<file path="src/hdl/voip_src_pkg.sv">
// ----------------------------------------------------------------------------
// voip_src_pkg
// Shared types and constants for the on/off voice traffic source.
// ----------------------------------------------------------------------------
package voip_src_pkg;

  // request opcodes
  localparam logic FUNC_TICK = 1'b0;
  localparam logic FUNC_LOAD = 1'b1;

  // configuration register indexes
  localparam int CFG_IDX_W = 3;
  localparam logic [CFG_IDX_W-1:0] CFG_RATE_TALKING = 3'd0;
  localparam logic [CFG_IDX_W-1:0] CFG_RATE_SILENT  = 3'd1;
  localparam logic [CFG_IDX_W-1:0] CFG_SIZE_TALKING = 3'd2;
  localparam logic [CFG_IDX_W-1:0] CFG_SIZE_SILENT  = 3'd3;
  localparam logic [CFG_IDX_W-1:0] CFG_TABLE_USED   = 3'd4;
  localparam int CFG_DATA_W = 16;

  // reset values of the configuration registers
  localparam logic [9:0]  RST_RATE_TALKING = 10'd370;
  localparam logic [9:0]  RST_RATE_SILENT  = 10'd37;
  localparam logic [15:0] RST_SIZE_TALKING = 16'd33;
  localparam logic [15:0] RST_SIZE_SILENT  = 16'd7;
  localparam logic [7:0]  RST_TABLE_USED   = 8'd100;

  localparam logic [19:0] NS_PER_TICK = 20'd1000000;

  typedef struct packed {
    logic        func;
    logic [9:0]  random_value;
    logic [6:0]  entry_index;
    logic [15:0] entry_value;
  } in_req_t;

  typedef struct packed {
    logic [15:0] packet_size;
    logic [31:0] gap_ticks;
    logic [51:0] gap_ns;
    logic        talking;
  } out_res_t;

  typedef struct packed {
    logic [9:0]  rate_talking;
    logic [9:0]  rate_silent;
    logic [15:0] size_talking;
    logic [15:0] size_silent;
    logic [7:0]  table_used;
  } cfg_t;

  // tick result before the ns conversion
  typedef struct packed {
    logic        send;
    logic [15:0] packet_size;
    logic [31:0] gap_ticks;
    logic        talking;
  } tick_res_t;

  typedef struct packed {
    logic talking;
    logic scheduled;
  } tick_st_t;

endpackage

</file>
<file path="src/hdl/voip_src_dur_mem.sv">
// ----------------------------------------------------------------------------
// voip_src_dur_mem
// Period duration table: one write port, one registered read port with
// same-cycle write forwarding.
// ----------------------------------------------------------------------------
module voip_src_dur_mem #(
  parameter int TABLE_DEPTH = 128,
  localparam int AW = $clog2(TABLE_DEPTH)
) (
  input  logic          clk,
  input  logic          wr_en,
  input  logic [AW-1:0] wr_addr,
  input  logic [15:0]   wr_data,
  input  logic [AW-1:0] rd_addr,
  output logic [15:0]   rd_data
);

  logic [15:0] mem [TABLE_DEPTH];
  logic [15:0] rd_data_r;

  always_ff @(posedge clk) begin
    if (wr_en) begin
      mem[wr_addr] <= wr_data;
    end
  end

  // forward a write landing on the entry being fetched
  always_ff @(posedge clk) begin
    if (wr_en && (wr_addr == rd_addr)) begin
      rd_data_r <= wr_data;
    end else begin
      rd_data_r <= mem[rd_addr];
    end
  end

  assign rd_data = rd_data_r;

endmodule

</file>
<file path="src/hdl/voip_src_tick.sv">
// ----------------------------------------------------------------------------
// voip_src_tick
// Per-tick state update: send decision, gap, period end and table position.
// ----------------------------------------------------------------------------
module voip_src_tick
  import voip_src_pkg::*;
#(
  parameter int TABLE_DEPTH = 128,
  localparam int AW = $clog2(TABLE_DEPTH)
) (
  input  logic          clk,
  input  logic          rst_n,
  input  cfg_t          cfg,
  input  logic          step_en,
  input  logic [9:0]    draw,
  input  logic [15:0]   tbl_data,
  output logic [AW-1:0] rd_addr,
  output tick_res_t     res,
  output tick_st_t      st
);

  localparam int LW = $clog2(TABLE_DEPTH + 1);

  logic [31:0]   tick_r, tick_nxt;
  logic [31:0]   last_r, last_nxt;
  logic [31:0]   next_r, next_nxt;
  logic          talk_r, talk_nxt;
  logic          sched_r, sched_nxt;
  logic [AW-1:0] pos_r, pos_nxt;

  logic [LW-1:0] used_lim;
  logic [LW-1:0] pos_inc;
  logic [31:0]   tick_inc;
  logic [31:0]   since_end;
  logic [9:0]    rate_sel;
  logic          send;
  logic          due;

  // entries in use, clamped to 1..TABLE_DEPTH
  always_comb begin
    if (cfg.table_used == 8'd0) begin
      used_lim = LW'(1);
    end else if (32'(cfg.table_used) > 32'(TABLE_DEPTH)) begin
      used_lim = LW'(TABLE_DEPTH);
    end else begin
      used_lim = LW'(cfg.table_used);
    end
  end

  assign tick_inc  = tick_r + 32'd1;
  assign since_end = tick_inc - next_r;
  assign rate_sel  = talk_r ? cfg.rate_talking : cfg.rate_silent;
  assign send      = draw < rate_sel;
  assign due       = !sched_r || !since_end[31];
  assign pos_inc   = LW'(pos_r) + LW'(1);

  always_comb begin
    tick_nxt  = tick_r;
    last_nxt  = last_r;
    next_nxt  = next_r;
    talk_nxt  = talk_r;
    sched_nxt = sched_r;
    pos_nxt   = pos_r;
    if (step_en) begin
      tick_nxt = tick_inc;
      if (send) begin
        last_nxt = tick_inc;
      end
      if (due) begin
        talk_nxt  = sched_r ? !talk_r : talk_r;
        sched_nxt = 1'b1;
        next_nxt  = tick_inc + 32'(tbl_data);
        pos_nxt   = (pos_inc >= used_lim) ? '0 : AW'(pos_inc);
      end
    end
  end

  always_ff @(posedge clk) begin
    if (!rst_n) begin
      tick_r  <= '0;
      last_r  <= '0;
      next_r  <= '0;
      talk_r  <= 1'b1;
      sched_r <= 1'b0;
      pos_r   <= '0;
    end else begin
      tick_r  <= tick_nxt;
      last_r  <= last_nxt;
      next_r  <= next_nxt;
      talk_r  <= talk_nxt;
      sched_r <= sched_nxt;
      pos_r   <= pos_nxt;
    end
  end

  // fetch the entry the position will point at next cycle
  assign rd_addr = rst_n ? pos_nxt : '0;

  assign res.send        = step_en && send;
  assign res.packet_size = talk_nxt ? cfg.size_talking : cfg.size_silent;
  assign res.gap_ticks   = tick_inc - last_r;
  assign res.talking     = talk_nxt;

  assign st.talking   = talk_r;
  assign st.scheduled = sched_r;

endmodule

</file>
<file path="src/hdl/voip_src_out.sv">
// ----------------------------------------------------------------------------
// voip_src_out
// Result buffer then ns conversion into the output register.
// ----------------------------------------------------------------------------
module voip_src_out
  import voip_src_pkg::*;
(
  input  logic      clk,
  input  logic      rst_n,
  input  tick_res_t res,
  output logic      full,
  output logic      out_valid,
  input  logic      out_stall,
  output out_res_t  out_data
);

  logic      s1_valid_r;
  tick_res_t s1_r;
  logic      o_valid_r;
  out_res_t  o_data_r;
  logic      o_hold;
  logic      s1_move;

  assign o_hold  = o_valid_r && out_stall;
  assign s1_move = s1_valid_r && !o_hold;
  assign full    = s1_valid_r && o_hold;

  always_ff @(posedge clk) begin
    if (!rst_n) begin
      s1_valid_r <= 1'b0;
      o_valid_r  <= 1'b0;
    end else begin
      s1_valid_r <= res.send || (s1_valid_r && !s1_move);
      o_valid_r  <= s1_move || o_hold;
    end
  end

  always_ff @(posedge clk) begin
    if (res.send) begin
      s1_r <= res;
    end
    if (s1_move) begin
      o_data_r.packet_size <= s1_r.packet_size;
      o_data_r.gap_ticks   <= s1_r.gap_ticks;
      o_data_r.gap_ns      <= 52'(s1_r.gap_ticks) * 52'(NS_PER_TICK);
      o_data_r.talking     <= s1_r.talking;
    end
  end

  assign out_valid = o_valid_r;
  assign out_data  = o_data_r;

endmodule

</file>
<file path="src/hdl/voip_on_off_traffic_source_core.sv">
// ----------------------------------------------------------------------------
// voip_on_off_traffic_source_core
// On/off voice packet source stepped one tick per tick request.
// ----------------------------------------------------------------------------
//
//  channel  handshake             payload     direction
//  in_      in_valid / in_stall   in_req_t    tick or table load request
//  out_     out_valid / out_stall out_res_t   packet to send
//  cfg_     cfg_valid / cfg_ready index+data  register write
//
// One request per cycle while in_stall is low. A tick updates all state in
// the cycle it is taken; the duration entry it may need was fetched the cycle
// before from the table's registered read port, addressed by the next position.
// A send passes the result buffer, then the 32x20 ns multiply into the output
// register, before it reaches out_.
// Reset (synchronous, rst_n low) clears the counters, the result buffer and
// the output register; the table keeps its contents and needs no sweep.
// in_stall rises only when the output register is stalled and the buffer
// behind it also holds a result. cfg_ready is always high.
//
module voip_on_off_traffic_source_core
  import voip_src_pkg::*;
#(
  parameter int TABLE_DEPTH = 128
) (
  input  logic                  clk,
  input  logic                  rst_n,
  input  logic                  in_valid,
  output logic                  in_stall,
  input  in_req_t               in_data,
  output logic                  out_valid,
  input  logic                  out_stall,
  output out_res_t              out_data,
  input  logic                  cfg_valid,
  output logic                  cfg_ready,
  input  logic [CFG_IDX_W-1:0]  cfg_index,
  input  logic [CFG_DATA_W-1:0] cfg_data
);

  localparam int AW = $clog2(TABLE_DEPTH);

  cfg_t          cfg_r;
  logic          in_fire;
  logic          tick_fire;
  logic          load_fire;
  logic          wr_ok;
  logic [AW-1:0] rd_addr;
  logic [15:0]   tbl_data;
  tick_res_t     tick_res;
  tick_st_t      tick_st;
  logic          buf_full;

  // --- configuration registers --------------------------------------------
  assign cfg_ready = 1'b1;

  always_ff @(posedge clk) begin
    if (!rst_n) begin
      cfg_r.rate_talking <= RST_RATE_TALKING;
      cfg_r.rate_silent  <= RST_RATE_SILENT;
      cfg_r.size_talking <= RST_SIZE_TALKING;
      cfg_r.size_silent  <= RST_SIZE_SILENT;
      cfg_r.table_used   <= RST_TABLE_USED;
    end else if (cfg_valid && cfg_ready) begin
      unique case (cfg_index)
        CFG_RATE_TALKING: cfg_r.rate_talking <= cfg_data[9:0];
        CFG_RATE_SILENT:  cfg_r.rate_silent  <= cfg_data[9:0];
        CFG_SIZE_TALKING: cfg_r.size_talking <= cfg_data;
        CFG_SIZE_SILENT:  cfg_r.size_silent  <= cfg_data;
        CFG_TABLE_USED:   cfg_r.table_used   <= cfg_data[7:0];
        default: ;        // unmapped index, dropped
      endcase
    end
  end

  // --- request decode ------------------------------------------------------
  assign in_stall  = buf_full;
  assign in_fire   = in_valid && !in_stall;
  assign tick_fire = in_fire && (in_data.func == FUNC_TICK);
  assign load_fire = in_fire && (in_data.func == FUNC_LOAD);
  // loads past the table are dropped
  assign wr_ok     = 32'(in_data.entry_index) < 32'(TABLE_DEPTH);

  // --- duration table -------------------------------------------------------
  voip_src_dur_mem #(
    .TABLE_DEPTH(TABLE_DEPTH)
  ) u_mem (
    .clk     (clk),
    .wr_en   (load_fire && wr_ok),
    .wr_addr (AW'(in_data.entry_index)),
    .wr_data (in_data.entry_value),
    .rd_addr (rd_addr),
    .rd_data (tbl_data)
  );

  // --- tick state -----------------------------------------------------------
  voip_src_tick #(
    .TABLE_DEPTH(TABLE_DEPTH)
  ) u_tick (
    .clk      (clk),
    .rst_n    (rst_n),
    .cfg      (cfg_r),
    .step_en  (tick_fire),
    .draw     (in_data.random_value),
    .tbl_data (tbl_data),
    .rd_addr  (rd_addr),
    .res      (tick_res),
    .st       (tick_st)
  );

  // --- result buffer and output ---------------------------------------------
  voip_src_out u_out (
    .clk       (clk),
    .rst_n     (rst_n),
    .res       (tick_res),
    .full      (buf_full),
    .out_valid (out_valid),
    .out_stall (out_stall),
    .out_data  (out_data)
  );

  // --- assertions -----------------------------------------------------------
  a_stall_needs_out: assert property (@(posedge clk) disable iff (!rst_n)
    in_stall |-> (out_valid && out_stall))
    else $error("input stalled without a stalled result");

  a_gap_ns: assert property (@(posedge clk) disable iff (!rst_n)
    out_valid |-> (out_data.gap_ns == 52'(out_data.gap_ticks) * 52'(NS_PER_TICK)))
    else $error("gap_ns does not match gap_ticks");

  a_toggle_on_tick: assert property (@(posedge clk) disable iff (!rst_n)
    ($past(rst_n) && (tick_st.talking != $past(tick_st.talking))) |->
      ($past(tick_fire) && $past(tick_st.scheduled)))
    else $error("talk state changed without a scheduled tick");

endmodule

</file>
<file path="config.mk">
export PLATFORM = sky130hd
export DESIGN_NAME = voip_on_off_traffic_source_core
export DESIGN_NICKNAME = d
export VERILOG_FILES = /design/src/hdl/voip_src_pkg.sv /design/src/hdl/voip_src_dur_mem.sv /design/src/hdl/voip_src_tick.sv /design/src/hdl/voip_src_out.sv /design/src/hdl/voip_on_off_traffic_source_core.sv
export SDC_FILE = /design/constraint.sdc
export NUM_CORES = 2
export LEC_CHECK = 0
export ABC_AREA = 1
export BUFFER_PORTS_ARGS = -buffer_cell sky130_fd_sc_hd__buf_2
export CAP_MARGIN = 20
export CORE_ASPECT_RATIO = 0.75
export CORE_MARGIN = 2
export CORE_UTILIZATION = 47
export CTS_CLUSTER_SIZE = 14
export DETAILED_ROUTE_END_ITERATION = 8
export PLACE_DENSITY = 0.63
export SETUP_SLACK_MARGIN = 0.2
export SYNTH_ARGS = -nofsm -noshare
export SYNTH_HDL_FRONTEND = slang
export SYNTH_SLANG_ARGS = --single-unit
export TNS_END_PERCENT = 10
</file>
<file path="constraint.sdc">
create_clock -name clk -period 6.77 [get_ports clk]
set_input_delay 1.354 -clock clk [delete_from_list [all_inputs] [get_ports clk]]
set_output_delay 1.354 -clock clk [all_outputs]
set_load 0.01 [all_outputs]
</file>
# After elaboration in Yosys (flattened, before gate mapping)
# Memories as Yosys holds them, arrays and structs flattened. A register that Yosys moved wholly into a read port is not among the register bits.
# Cells that the tools add are included.
# W data, S select, Z words.
dict set report totals {
  regBits 311
  ram_bits 2048
  output_inout_bits 104
  mem_count 1
}
# memory depth width rd rd_clocked_by_memory_dff write_ports line_no
set memory_table {}
lappend memory_table {u_mem.mem 128 16 1 1 1 voip_src_dur_mem.sv:18} ;# logic [15:0] mem [TABLE_DEPTH];
dict set report classes {
  add_sub_neg 5
  n_mul 1
  magnitude_cmp 3
  n_eq_ne 4
  muxes 13
  bitwise_logic 1
  reduce_logical 26
}
# op n
set op_table {}
lappend op_table {{$sub A32 B32 Y32} 2}
lappend op_table {{$mul A32 B14 Y46 const B} 1}
lappend op_table {{$add A32 B1 Y32 const B} 1}
lappend op_table {{$add A32 B16 Y32} 1}
lappend op_table {{$mux W7} 4}
lappend op_table {{$mux W16} 1}
lappend op_table {{$mux W8} 2}
lappend op_table {{$reduce_and A2 Y1} 7}
lappend op_table {{$lt A10 B10 Y1} 1}
lappend op_table {{$mux W10} 1}
lappend op_table {{$add A7 B1 Y8 const B} 1}
lappend op_table {{$ge A8 B8 Y1} 1}
lappend op_table {{$gt A8 B8 Y1 const B} 1}
lappend op_table {{$logic_and A1 B1 Y1} 8}
lappend op_table {{$logic_not A8 Y1} 1}
lappend op_table {{$eq A3 B2 Y1 const B} 2}
lappend op_table {{$logic_not A1 Y1} 6}
lappend op_table {{$mux W1} 5}
lappend op_table {{$eq A3 B1 Y1 const B} 1}
lappend op_table {{$eq A3 B3 Y1 const B} 1}
lappend op_table {{$logic_not A3 Y1} 1}
lappend op_table {{$logic_or A1 B1 Y1} 3}
lappend op_table {{$not A1 Y1} 1}

# Longest topological paths before layout
dict set report logic_depth {
  ltp_word 8
  depth_mapped 30
}

# Modules after synthesis
# Synthesis repeated with hierarchy kept, for this count alone.
dict set report unflattened {
  cells_unflattened 9924
  hier_area_um2 107068.9
}
# mod instances cells_each area_per_inst_um2
set modules_own_cells {}
lappend modules_own_cells {voip_src_dur_mem 1 6784 82648.0}
lappend modules_own_cells {voip_src_out 1 1272 12500.7}
lappend modules_own_cells {voip_src_tick 1 1521 9506.6}
lappend modules_own_cells {voip_on_off_traffic_source_core 1 347 2413.6}

# Worst setup path before layout
# No wires, ideal clock.
dict set report synth_path {
  kind {input-to-reg}
  from {input out_stall}
  to {register u_out.o_data_r (netlist bit u_out.out_data[0]), enable pin}
  setup_time_ps 573
  arrival_ps 5704
  required_time_ps 6197
  setup_slack_ps 493
  cell_stages 1
  path_cell_list {a21oi_1}
}
dict set report synth_between {
  elab_chain_cells 3
}
# element line_no
set synth_rtl {}
lappend synth_rtl {{from (decl)} voip_on_off_traffic_source_core.sv:32} ;# input logic out_stall,
lappend synth_rtl {{$logic_and A1 B1 Y1} voip_src_out.sv:24} ;# assign o_hold = o_valid_r && out_stall;
lappend synth_rtl {{$logic_not A1 Y1} voip_src_out.sv:25} ;# assign s1_move = s1_valid_r && !o_hold;
lappend synth_rtl {{$logic_and A1 B1 Y1} voip_src_out.sv:25}
lappend synth_rtl {{to (decl)} voip_src_out.sv:20} ;# out_res_t o_data_r;
# Every way passes these cells.
# A chain may end at the register's enable or synchronous reset.

# Worst setup path after layout
dict set report layout_path {
  from {register u_out.s1_r[16] (netlist name)}
  to {register u_out.o_data_r (netlist bit u_out.out_data[47]), data pin}
}
dict set report layout_between {
  elab_chain_cells 1
}
# element line_no
set layout_rtl {}
lappend layout_rtl {{from (decl)} voip_src_out.sv:18} ;# tick_res_t s1_r;
lappend layout_rtl {{from (signal assigned)} voip_src_out.sv:40} ;# s1_r <= res;
lappend layout_rtl {{$mul A32 B14 Y46} voip_src_out.sv:45} ;# o_data_r.gap_ns <= 52'(s1_r.gap_ticks) * 52'(NS_PER_TICK);
# Every way passes these cells.

==> impl_results.md <==
- Postcts setup bufs: 0
- Hold path cells: 0
- Routed WL: 289700 um
- Fill count: around 19k
- CP max FO: 6
- Resize count post-CTS: 0
- TritonCTS Buffers: 229
- Register bit total from synthesis: 2356
- Net Sw Frac: 0.3335
- First-pass GRT wire length: 427400 um
- Area occupied by multi-input gates: 30530 sq um
- Clock power share: 0.301
- Clock buffer depth: 4
- Total Die Area: 224200 sq um
- Placed cells: roughly 12k
- Mapped Area: 103600 sq um
- Clock skew: ~120 ps
- Yosys cell types: 48
- Final setup fails: 0
- Final core utilization: 0.5255
- Std cell rows: 149
- Top post-synthesis cells by count: edfxtp_1 (2189), nor2_1 (1682), o21ai_0 (1231), nand2_1 (682), inv_1 (492)
- Via count of the first global-routing pass: 65.74k
- Final period util: 0.8491
- Internal power: 26950 uW
- Cell Count, Final, Fillers Out: 12.02k
- Synth Warn #: 0
- PwrDens: ~350 nW/um^2
- Worst Path Class, Setup: reg2reg
- Gr ovfl total: 0
- Reg2reg path depth: 18
- Syn_area_per_cell: about 12 sq um
- Register area share after synthesis: 0.6667
- Leak pwr: just over 0.04 uW
- Critical path arrival: 6350 ps
- CTS tree: yes
- Min cycle time layout: 5749 ps
- All-Layer GR Usage: 0.2518
- Tightest Pin Transition: ~1200 ps
- Max Freq: 174.0 MHz
- Ports: ~160
- Antenna viol nets, final: 0
- Pwr Total: between 40000 and 50000 uW
- Iter 0 DRT Violations: 8970
- CTS root buf: clkbuf_16
- Clock slew seen by the registers of the worst setup and hold paths: ~60 ps
- Pre-antenna DRT Iters: 6
- Crit. End Element: flip-flop
- Slew margin rel.: 0.1758
- Pin count of the biggest net entering global routing: 156
- Number of enable flip-flop cells after synthesis: ~2.2k
- Leading area contributor after synthesis: edfxtp_1
- DIE HEIGHT: 410.6 um
- RSZ-0062 raised after global routing: false
- Nets: 9341
- Total of max-cap violations: 0
- Core Area: 219400 sq um
- Top_reg_cell synth: edfxtp_1
- Mapped Cells: 8760
- Setup_tns: 0 ps
- Clock sink count: approximately 2.4k
- Port bufs: 154
- Seq pwr share: 0.413
- Die width: 546.1 um
- DR WL/cell: about 24 um
- Vias per cell: approximately 5.8
- Share of the synthesized area in the top cell type: 0.6345
- Initial core utilization: 0.4722
- Gpl congestion: 0.8892
- Via count: 70.16k
- VDD IR max: 0.0004037 V
- Initial antenna violation count: 17
- Top-count cell post-synth: edfxtp_1
- Worst hold path type: reg2reg
- Area growth syn-to-layout: 11.29%
- Slew Limit Fails: 0
- Final-report hold violation count: 0
- FF+latch area: 69090 sq um
- Outcome: finished, final reports clean
- CTS H-tree depth: 4
- Worst-skew pair later-pin latency: 940 ps
- Part of the power in combinational logic: 0.286
- Switching Power: 13480 uW
- Layout cells sized above 1: 0.08388
- Hold Slack: 417.5 ps
- Startpoint Class: flip-flop
- Req. time, crit path: ~7400 ps
- DP HPWL: 173800 um
- Synth top area cells: edfxtp_1 (63%), nor2_1 (6.1%), o21ai_0 (5.9%), dfxtp_1 (3.2%), ha_1 (3.0%)
- # hold bufs at CTS: 0
- Async S/R FF share, synth: 0
- DRC errors left: 0
==> logic make-up after synthesis <==
group	synth area share
xor+xnor	0.009215
flops	0.6667
mux	0.0008696
fa+ha+maj	0.05654
compound gates	0.1233
other cells	0.00007249
simple gates	0.1041
buf+inv	0.03918
==> critical path, stage by stage (launching register included) <==
cell      delay [ps]
edfxtp_1         540
inv_1            260
fa_1             590
inv_1             50
fa_1             360
inv_1             80
fa_1             430
fa_1             500
inv_1             40
ha_1             280
fa_1             440
ha_1             400
nand2_1          110
nand2_1           80
a31oi_1          250
o21ai_0          180
a221oi_1         500
nand3_1          190
xor2_1           200
==> flip-flops by register name, indices dropped and copies added, names as in the netlist <==
| signal | count |
|---|---|
| u_out.s1_valid_r | 1 |
| cfg_r | 60 |
| u_tick.last_r | 32 |
| u_out.s1_r | 49 |
| u_tick.pos_r | 7 |
| u_mem.mem | 2048 |
| u_out.out_data | 92 |
| u_tick.sched_r | 1 |
| u_tick.tick_r | 32 |
| u_out.out_valid | 1 |
| u_tick.next_r | 32 |
| u_tick.talk_r | 1 |
==> cell type report <==
type / count / area share
diodes: 3 / 0.00006511
clock buffers: 295 / 0.05274
clock inverters: 111 / 0.007596
inverters: 504 / 0.01665
multi-input cells: 5395 / 0.2648
flip-flops and latches: 2356 / 0.5992
well taps: 2944 / 0.03195
repair buffers: 411 / 0.02696
==> per-layer routing <==
metal	part of all wire	vias up	track usage
met5	0.00012	-	0
met4	0.025	8	0.06602
met3	0.093	411	0.04267
met2	0.43	3195	0.3715
met1	0.45	34727	0.3852
li1	-	31816	-
==> worst paths after layout <==
path                            start                            end  slack, ps
min          u_out.s1_r[48]$_DFFE_PP_  u_out.out_data[100]$_DFFE_PP_        420
min reg2reg  u_out.s1_r[48]$_DFFE_PP_  u_out.out_data[100]$_DFFE_PP_        420
max          u_out.s1_r[16]$_DFFE_PP_   u_out.out_data[47]$_DFFE_PP_       1020
max reg2reg  u_out.s1_r[16]$_DFFE_PP_   u_out.out_data[47]$_DFFE_PP_       1020
==> through the flow <==
step | worst slack, ps | instance area (sq um)
floorplan | 493.4 | 103600
global route | 730.5 | 115300
CTS | 1032 | 115200
finish | 1021 | 115300
global placement | 1125 | 108300
detailed placement | 1050 | 108300
==> power groups by stage <==
stage / sequential [uW] / clock (uW) / combinational [uW]
after floorplan: 17000 / 0 / 7610
after global placement: 17000 / 0 / 11400
after detailed placement: 17000 / 0 / 11400
after CTS: 16700 / 12300 / 11500
after global routing: 16700 / 12900 / 12900
final: 16700 / 12200 / 11600
==> cells in the final DEF, fill, tap and decap left out, types with 58 or more instances in the layout <==
cell type  Yosys  layout
edfxtp_1    2189    2189
nor2_1      1682    1671
o21ai_0     1231    1231
nand2_1      682     682
inv_1        492     490
nand3_1      278     277
o211ai_1     261     261
o221ai_1     258     258
ha_1         249     249
buf_4         27     245
clkbuf_16      0     231
a21oi_1      198     197
dfxtp_1      167     162
o22ai_1      141     141
fa_1         137     137
buf_2        105     137
xor2_1        83      83
clkbuf_1     362      58
No activity file was read; power rests on OpenSTA's default activity.
